### src/sv/dd_pkg.sv
// Shared types, constants and calendar tables for the date difference block.
package dd_pkg;

    localparam int unsigned DayW   = 5;
    localparam int unsigned MonthW = 4;
    localparam int unsigned YearW  = 14;
    localparam int unsigned CountW = 22;
    localparam int unsigned DayNumW = 23;

    localparam logic [14:0] MAX_YEAR = 15'd9999;
    localparam logic [CountW-1:0] COUNT_MAX = {CountW{1'b1}};

    typedef struct packed {
        logic [DayW-1:0]   start_day;
        logic [MonthW-1:0] start_month;
        logic [YearW-1:0]  start_year;
        logic [DayW-1:0]   end_day;
        logic [MonthW-1:0] end_month;
        logic [YearW-1:0]  end_year;
    } dd_dates_t;

    typedef struct packed {
        logic [CountW-1:0] day_count;
        logic              invalid_date;
    } dd_result_t;

    typedef struct packed {
        logic [DayW-1:0]   day;
        logic [MonthW-1:0] month;
        logic [YearW-1:0]  year;
    } dd_date_t;

    typedef struct packed {
        logic s1;
        logic s2;
        logic s3;
    } dd_load_t;

    // Days before the first of a month, counted from March 1.
    function automatic logic [8:0] dd_doy_base(input logic [3:0] mp);
        logic [8:0] r;
        case (mp)
            4'd0:    r = 9'd0;
            4'd1:    r = 9'd31;
            4'd2:    r = 9'd61;
            4'd3:    r = 9'd92;
            4'd4:    r = 9'd122;
            4'd5:    r = 9'd153;
            4'd6:    r = 9'd184;
            4'd7:    r = 9'd214;
            4'd8:    r = 9'd245;
            4'd9:    r = 9'd275;
            4'd10:   r = 9'd306;
            4'd11:   r = 9'd337;
            default: r = 9'd0;
        endcase
        return r;
    endfunction

    // Month length in a common year.
    function automatic logic [4:0] dd_month_len(input logic [3:0] m);
        logic [4:0] r;
        case (m)
            4'd1, 4'd3, 4'd5, 4'd7, 4'd8, 4'd10, 4'd12: r = 5'd31;
            4'd4, 4'd6, 4'd9, 4'd11:                    r = 5'd30;
            4'd2:                                       r = 5'd28;
            default:                                    r = 5'd0;
        endcase
        return r;
    endfunction

endpackage

### src/sv/dd_day_number.sv
// Three-stage pipeline: date check and serial day number for one date.
module dd_day_number (
    input  logic                     clk,
    input  dd_pkg::dd_load_t         load,
    input  dd_pkg::dd_date_t         date,
    output logic [dd_pkg::DayNumW-1:0] day_num,
    output logic                     date_ok
);
    import dd_pkg::*;

    // stage 1
    logic [4:0]  s1_day_reg,  s1_day_next;
    logic [1:0]  s1_ylow_reg, s1_ylow_next;
    logic [11:0] s1_x_reg,    s1_x_next;
    logic [7:0]  s1_q25_reg,  s1_q25_next;
    logic [14:0] s1_yy_reg,   s1_yy_next;
    logic [5:0]  s1_era_reg,  s1_era_next;
    logic [8:0]  s1_doyb_reg, s1_doyb_next;
    logic [4:0]  s1_mlen_reg, s1_mlen_next;
    logic        s1_feb_reg,  s1_feb_next;
    logic        s1_mok_reg,  s1_mok_next;
    logic        s1_yok_reg,  s1_yok_next;

    logic [24:0] q25_prod;
    logic [21:0] era_prod;
    logic [3:0]  mp;

    always_comb
    begin
        s1_day_next  = date.day;
        s1_ylow_next = date.year[1:0];
        s1_x_next    = date.year[13:2];
        q25_prod     = 25'(date.year[13:2]) * 25'd5243;
        s1_q25_next  = q25_prod[24:17];
        s1_yy_next   = 15'(date.year) + 15'd400 - ((date.month <= 4'd2) ? 15'd1 : 15'd0);
        era_prod     = 22'(s1_yy_next[14:4]) * 22'd1311;
        s1_era_next  = era_prod[20:15];
        mp           = (date.month > 4'd2) ? (date.month - 4'd3) : (date.month + 4'd9);
        s1_doyb_next = dd_doy_base(mp);
        s1_mlen_next = dd_month_len(date.month);
        s1_feb_next  = (date.month == 4'd2);
        s1_mok_next  = date.month inside {[4'd1:4'd12]};
        s1_yok_next  = ({1'b0, date.year} <= MAX_YEAR);
    end

    always_ff @(posedge clk)
    begin
        if (load.s1)
        begin
            s1_day_reg  <= s1_day_next;
            s1_ylow_reg <= s1_ylow_next;
            s1_x_reg    <= s1_x_next;
            s1_q25_reg  <= s1_q25_next;
            s1_yy_reg   <= s1_yy_next;
            s1_era_reg  <= s1_era_next;
            s1_doyb_reg <= s1_doyb_next;
            s1_mlen_reg <= s1_mlen_next;
            s1_feb_reg  <= s1_feb_next;
            s1_mok_reg  <= s1_mok_next;
            s1_yok_reg  <= s1_yok_next;
        end
    end

    // stage 2
    logic        s2_ok_reg,  s2_ok_next;
    logic [8:0]  s2_yoe_reg, s2_yoe_next;
    logic [8:0]  s2_doy_reg, s2_doy_next;
    logic [5:0]  s2_era_reg, s2_era_next;

    logic [12:0] back25;
    logic        leap;
    logic [4:0]  mlen_eff;
    logic [14:0] era400;
    logic [14:0] yoe_full;

    always_comb
    begin
        back25      = 13'(s1_q25_reg) * 13'd25;
        leap        = (s1_ylow_reg == 2'd0) &&
                      ((back25 != 13'(s1_x_reg)) || (s1_q25_reg[1:0] == 2'd0));
        mlen_eff    = s1_mlen_reg + ((s1_feb_reg && leap) ? 5'd1 : 5'd0);
        s2_ok_next  = s1_mok_reg && s1_yok_reg && (s1_day_reg != 5'd0) &&
                      (s1_day_reg <= mlen_eff);
        era400      = 15'(s1_era_reg) * 15'd400;
        yoe_full    = s1_yy_reg - era400;
        s2_yoe_next = yoe_full[8:0];
        s2_doy_next = s1_doyb_reg + 9'(s1_day_reg) - 9'd1;
        s2_era_next = s1_era_reg;
    end

    always_ff @(posedge clk)
    begin
        if (load.s2)
        begin
            s2_ok_reg  <= s2_ok_next;
            s2_yoe_reg <= s2_yoe_next;
            s2_doy_reg <= s2_doy_next;
            s2_era_reg <= s2_era_next;
        end
    end

    // stage 3
    logic [DayNumW-1:0] s3_num_reg, s3_num_next;
    logic               s3_ok_reg,  s3_ok_next;

    logic [6:0]  q4;
    logic [11:0] c100;
    logic [17:0] doe;

    always_comb
    begin
        q4          = s2_yoe_reg[8:2];
        c100        = 12'(q4) * 12'd41;
        doe         = 18'(s2_yoe_reg) * 18'd365 + 18'(q4) - 18'(c100[11:10]) +
                      18'(s2_doy_reg);
        s3_num_next = DayNumW'(s2_era_reg) * DayNumW'(146097) + DayNumW'(doe);
        s3_ok_next  = s2_ok_reg;
    end

    always_ff @(posedge clk)
    begin
        if (load.s3)
        begin
            s3_num_reg <= s3_num_next;
            s3_ok_reg  <= s3_ok_next;
        end
    end

    assign day_num = s3_num_reg;
    assign date_ok = s3_ok_reg;

endmodule

### src/sv/date_difference_in_days.sv
// Top level of the Gregorian date difference block.
//
// Date pairs enter on the dates channel (date_valid / date_stall) and results
// leave on the result channel (result_valid / result_stall); an item moves at
// a clock edge with valid high and stall low. Each result holds day_count,
// the number of days from start to end (0 when the end is not after the
// start), and invalid_date, set when either date is not a real calendar date
// or its year is past MAX_YEAR; day_count is then 0.
// cfg_write with cfg_data sets include_end_day, which adds one to a valid
// count. Change it only while the block holds no item.
// The edge that accepts a date pair loads the first of three day-number stages,
// run in parallel for both dates; the pair then passes through the other two,
// and a fourth register, the output register, subtracts, adjusts and saturates.
// Throughput is one item per cycle while result_stall is low. When result_stall
// is high the held result stays put; bubbles in the pipeline still fill, and
// date_stall rises only when every stage is full.
// Reset (rst_n low) empties the pipeline and clears include_end_day.
module date_difference_in_days (
    input  logic               clk,
    input  logic               rst_n,
    input  logic               date_valid,
    output logic               date_stall,
    input  dd_pkg::dd_dates_t  dates,
    output logic               result_valid,
    input  logic               result_stall,
    output dd_pkg::dd_result_t result,
    input  logic               cfg_write,
    input  logic               cfg_data
);
    import dd_pkg::*;

    logic       include_end_reg;
    logic [2:0] v_reg, v_next;
    logic       out_v_reg, out_v_next;
    dd_result_t out_reg, out_next;

    dd_load_t   load;
    logic       load_out;

    logic [DayNumW-1:0] a_num, b_num;
    logic               a_ok, b_ok;
    dd_date_t           start_date, end_date;

    logic [DayNumW-1:0] diff;
    logic [DayNumW:0]   total;

    assign start_date = '{day: dates.start_day, month: dates.start_month,
                          year: dates.start_year};
    assign end_date   = '{day: dates.end_day, month: dates.end_month,
                          year: dates.end_year};

    always_comb
    begin
        load_out = !out_v_reg || !result_stall;
        load.s3  = !v_reg[2] || load_out;
        load.s2  = !v_reg[1] || load.s3;
        load.s1  = !v_reg[0] || load.s2;
    end

    dd_day_number u_start (
        .clk     (clk),
        .load    (load),
        .date    (start_date),
        .day_num (a_num),
        .date_ok (a_ok)
    );

    dd_day_number u_end (
        .clk     (clk),
        .load    (load),
        .date    (end_date),
        .day_num (b_num),
        .date_ok (b_ok)
    );

    always_comb
    begin
        v_next[0] = load.s1 ? date_valid : v_reg[0];
        v_next[1] = load.s2 ? v_reg[0]   : v_reg[1];
        v_next[2] = load.s3 ? v_reg[1]   : v_reg[2];
        out_v_next = load_out ? v_reg[2] : out_v_reg;
    end

    always_comb
    begin
        diff  = (b_num > a_num) ? (b_num - a_num) : '0;
        total = (DayNumW+1)'(diff) + (DayNumW+1)'(include_end_reg);
        out_next = out_reg;
        if (load_out)
        begin
            if (!(a_ok && b_ok))
            begin
                out_next.day_count    = '0;
                out_next.invalid_date = 1'b1;
            end
            else
            begin
                out_next.day_count    = (total > (DayNumW+1)'(COUNT_MAX)) ?
                                        COUNT_MAX : total[CountW-1:0];
                out_next.invalid_date = 1'b0;
            end
        end
    end

    always_ff @(posedge clk or negedge rst_n)
    begin
        if (!rst_n)
        begin
            include_end_reg <= 1'b0;
            v_reg           <= '0;
            out_v_reg       <= 1'b0;
        end
        else
        begin
            if (cfg_write)
            begin
                include_end_reg <= cfg_data;
            end
            v_reg     <= v_next;
            out_v_reg <= out_v_next;
        end
    end

    always_ff @(posedge clk)
    begin
        out_reg <= out_next;
    end

    assign date_stall   = !load.s1;
    assign result_valid = out_v_reg;
    assign result       = out_reg;

endmodule

### config.mk
export PLATFORM = sky130hd
export DESIGN_NAME = date_difference_in_days
export DESIGN_NICKNAME = d
export VERILOG_FILES = /design/src/sv/dd_pkg.sv /design/src/sv/dd_day_number.sv /design/src/sv/date_difference_in_days.sv
export SDC_FILE = /design/constraint.sdc
export NUM_CORES = 2
export LEC_CHECK = 0
export ABC_AREA = 0
export BUFFER_PORTS_ARGS = -buffer_cell sky130_fd_sc_hd__buf_4
export CORE_MARGIN = 4
export CORE_UTILIZATION = 54
export CTS_CLUSTER_SIZE = 24
export DETAILED_ROUTE_END_ITERATION = 10
export GPL_TIMING_DRIVEN = 0
export MAX_ROUTING_LAYER = met4
export PLACE_DENSITY = 0.74
export SYNTH_ARGS = -nofsm -noshare
export SYNTH_HDL_FRONTEND = slang
export SYNTH_SLANG_ARGS = --single-unit
### constraint.sdc
create_clock -name clk -period 11.76 [get_ports clk]
set_input_delay 0.588 -clock clk [delete_from_list [all_inputs] [get_ports clk]]
set_output_delay 0.588 -clock clk [all_outputs]
set_load 0.01 [all_outputs]
==> flow_summary.json <==
{
  "outcome": "complete, no violations",
  "drv_slew": 0,
  "rows": 91,
  "grt_max_degree": 61,
  "drt_wl_total_mm": 62.62,
  "grt_first_pass_wirelength_mm": 108.2,
  "root_buffer": "clkbuf_16",
  "syn-num-nets": 4406,
  "htreeDepth": 1,
  "insertion_delay_ps": 590,
  "cts_buffers": 29,
  "hold_violations": 0,
  "drc_errors": 0,
  "die_y_um": 258.6,
  "ys_seq_area_share_pct": 21.18,
  "ctsResizeCount": 0,
  "reg2reg_depth": 42,
  "drtPass1Iterations": 5,
  "rr_startpoint": "u_start.s2_yoe_reg[3]",
  "chipWidth_um": 258.6,
  "fmax_mhz": 101.9,
  "tns_ps": 0,
  "grt_usage_pct": 19.92,
  "clk_path_buf_depth": 3,
  "critPathArrivalTime_ps": 10120,
  "overflow": 0,
  "fin_crit_sh_pct": 83.48,
  "critPathLaunchType": "flip-flop",
  "antenna_found_initial": 4,
  "worstSetupPathType": "flip-flop to flip-flop",
  "clock-sinks": 240,
  "vias": 21990,
  "netlist_instances": 3260,
  "drtIter0Drc": 1014,
  "final_common_cell": "inv_1",
  "hpwlAfterDp_mm": 53.39,
  "wl_met1_mm": 29.29,
  "via_per_inst": 5.202,
  "holdPathEnd": "u_start.s1_day_reg[3]",
  "core_um2": 61940,
  "crit_path_max_fanout": 9,
  "synth-edff-count": 235,
  "crit_slowest_cell": "edfxtp_1",
  "wl_met3_mm": 2.363,
  "crit_required_ps": 12070,
  "syn_avg_cell_area_um2": 10.40,
  "pin_count": 77,
  "wl_per_cell_um": 14.81,
  "skew_ps": 20.73,
  "setup_viol": 0,
  "route.met2.wl_mm": 29.42,
  "period_minus_slack_ps": 9817,
  "cap_viol_max_count": 0,
  "nets": 4514,
  "ys_seq_elements": 240,
  "r2r_slack_ps": 1940,
  "cpMostUsedCell": "ha_1",
  "rsz0062_at_grt": "no",
  "hp-start": "dates[44]",
  "syn_area_um2": 33910,
  "rr_endpoint": "u_start.day_num[22]",
  "tritoncts": "yes",
  "synth_cell_types": 93,
  "yosys_warnings": 0,
  "max_slew_margin_pct": 20.23,
  "worst_setup_path_end_kind": "flip-flop",
  "top_layer_used": "met4",
  "area_delta_synth_final_pct": 7.570,
  "cts_setup_buffers": 0,
  "async_reset_ff_share_pct": 2.083,
  "gp_congestion": 0.8921,
  "hold_path_class": "primary input to flip-flop",
  "first_global_vias": 22640,
  "whs_path_depth": 1,
  "start_util_pct": 54.75,
  "synthFlopType": "edfxtp_1",
  "clk_pin_slew_ps": 60,
  "die-area_um2": 66880,
  "worstMarginPinSlew_ps": 1188,
  "layout_common_cells": "inv_1, ha_1, fa_1",
  "antenna_left": 0,
  "slowest_delay_ps": 630,
  "drive_gt1_share_pct": 5.724,
  "port_buffers": 74
}
layer usage:
layer  global-route usage (%)  vias up
li1                         -    11050
met4                    4.198        0
met3                    2.375       95
met1                    26.56    10510
met2                    33.18      333
met5                        -        -
kinds of logic (layout without fill, tap and decap cells):
logic type | after synthesis | after routing | share of synthesized area, %
other | 0 | 1 | 0
and+or+nand+nor | 434 | 434 | 6.527
adders and majority gates | 1094 | 1094 | 47.80
buffers and inverters | 795 | 924 | 8.913
AOI/OAI and AO/OA | 442 | 442 | 8.891
muxes | 12 | 12 | 0.3948
DFF | 240 | 240 | 21.18
xor gates and xnor gates | 243 | 243 | 6.298
worst max-delay path by stage:
stage	slack, ps	startpoint	end
2_1_floorplan	3000	u_start.s2_yoe_reg[3]	u_start.day_num[22]
3_3_place_gp	2110	dates[14]	u_end.s1_era_reg[5]
3_5_place_dp	2040	dates[14]	u_end.s1_era_reg[5]
4_1_cts	1960	u_start.s2_yoe_reg[3]	u_start.day_num[22]
5_1_grt	1260	u_start.s2_yoe_reg[3]	u_start.day_num[22]
6_report	1940	u_start.s2_yoe_reg[3]	u_start.day_num[22]
through the flow:
stage                     setup WS, ps  instance area, um^2  std cells  util, %  hold slack, ps
final                             1943                36480       4227    58.90           177.2
after global routing              1264                36480       4227    58.90           147.6
after floorplan                   3004                33910       3260        -           292.4
after CTS                         1957                36480       4226    58.89           137.0
after global placement            2115                35520       4171    57.34           401.9
after detailed placement          2035                35580       4173    57.44           405.2
cell usage after synthesis (11+ instances only):
cell | n | area share [%]
nor2_1 | 114 | 1.3
o21ai_0 | 51 | 0.75
fa_1 | 336 | 20
clkbuf_1 | 12 | 0.13
or2_2 | 11 | 0.20
nor3_1 | 46 | 0.68
nor2b_1 | 27 | 0.50
nand2_1 | 89 | 0.99
a21o_1 | 61 | 1.4
a31oi_1 | 14 | 0.26
inv_1 | 769 | 8.5
a21oi_2 | 11 | 0.28
nand3_1 | 39 | 0.58
nand2b_1 | 16 | 0.30
xor2_1 | 45 | 1.2
and3_1 | 16 | 0.30
edfxtp_1 | 235 | 21
nand4_1 | 16 | 0.30
o21bai_1 | 31 | 0.69
a21oi_1 | 137 | 2.0
ha_1 | 758 | 28
o21a_1 | 27 | 0.60
xnor2_1 | 197 | 5.1
critical path: cells and delay by family (launching register included):
| kind | cells | cell delay, ps |
|---|---|---|
| adders and majority gates | 12 | 4150 |
| AOI/OAI and AO/OA | 19 | 3840 |
| DFF | 1 | 630 |
| xor gates and xnor gates | 3 | 450 |
| buffers and inverters | 5 | 240 |
| and+or+nand+nor | 3 | 230 |
final cells by class:
type                            instances  area (um^2)
Fill cell                            5222        25460
Multi-Input combinational cell       2225        23720
Sequential cell                       240         7182
Inverter                              769         2887
Tap cell                              837         1047
Clock buffer                           33        740.7
Timing Repair Buffer                   77        613.1
Clock inverter                         19        148.9
Buffer                                 26        136.4
Antenna cell                            1        2.502
repair_timing:
item / 4_1_cts / 5_1_grt
setup endpoints to repair: 0 / 0
endpoints found under the hold margin: 5 / 0
hold buffers: 1 / 0
Power is left out: the tool's default activity adds up to more than one toggle a clock period on the data nets, which glitch-free logic cannot reach.
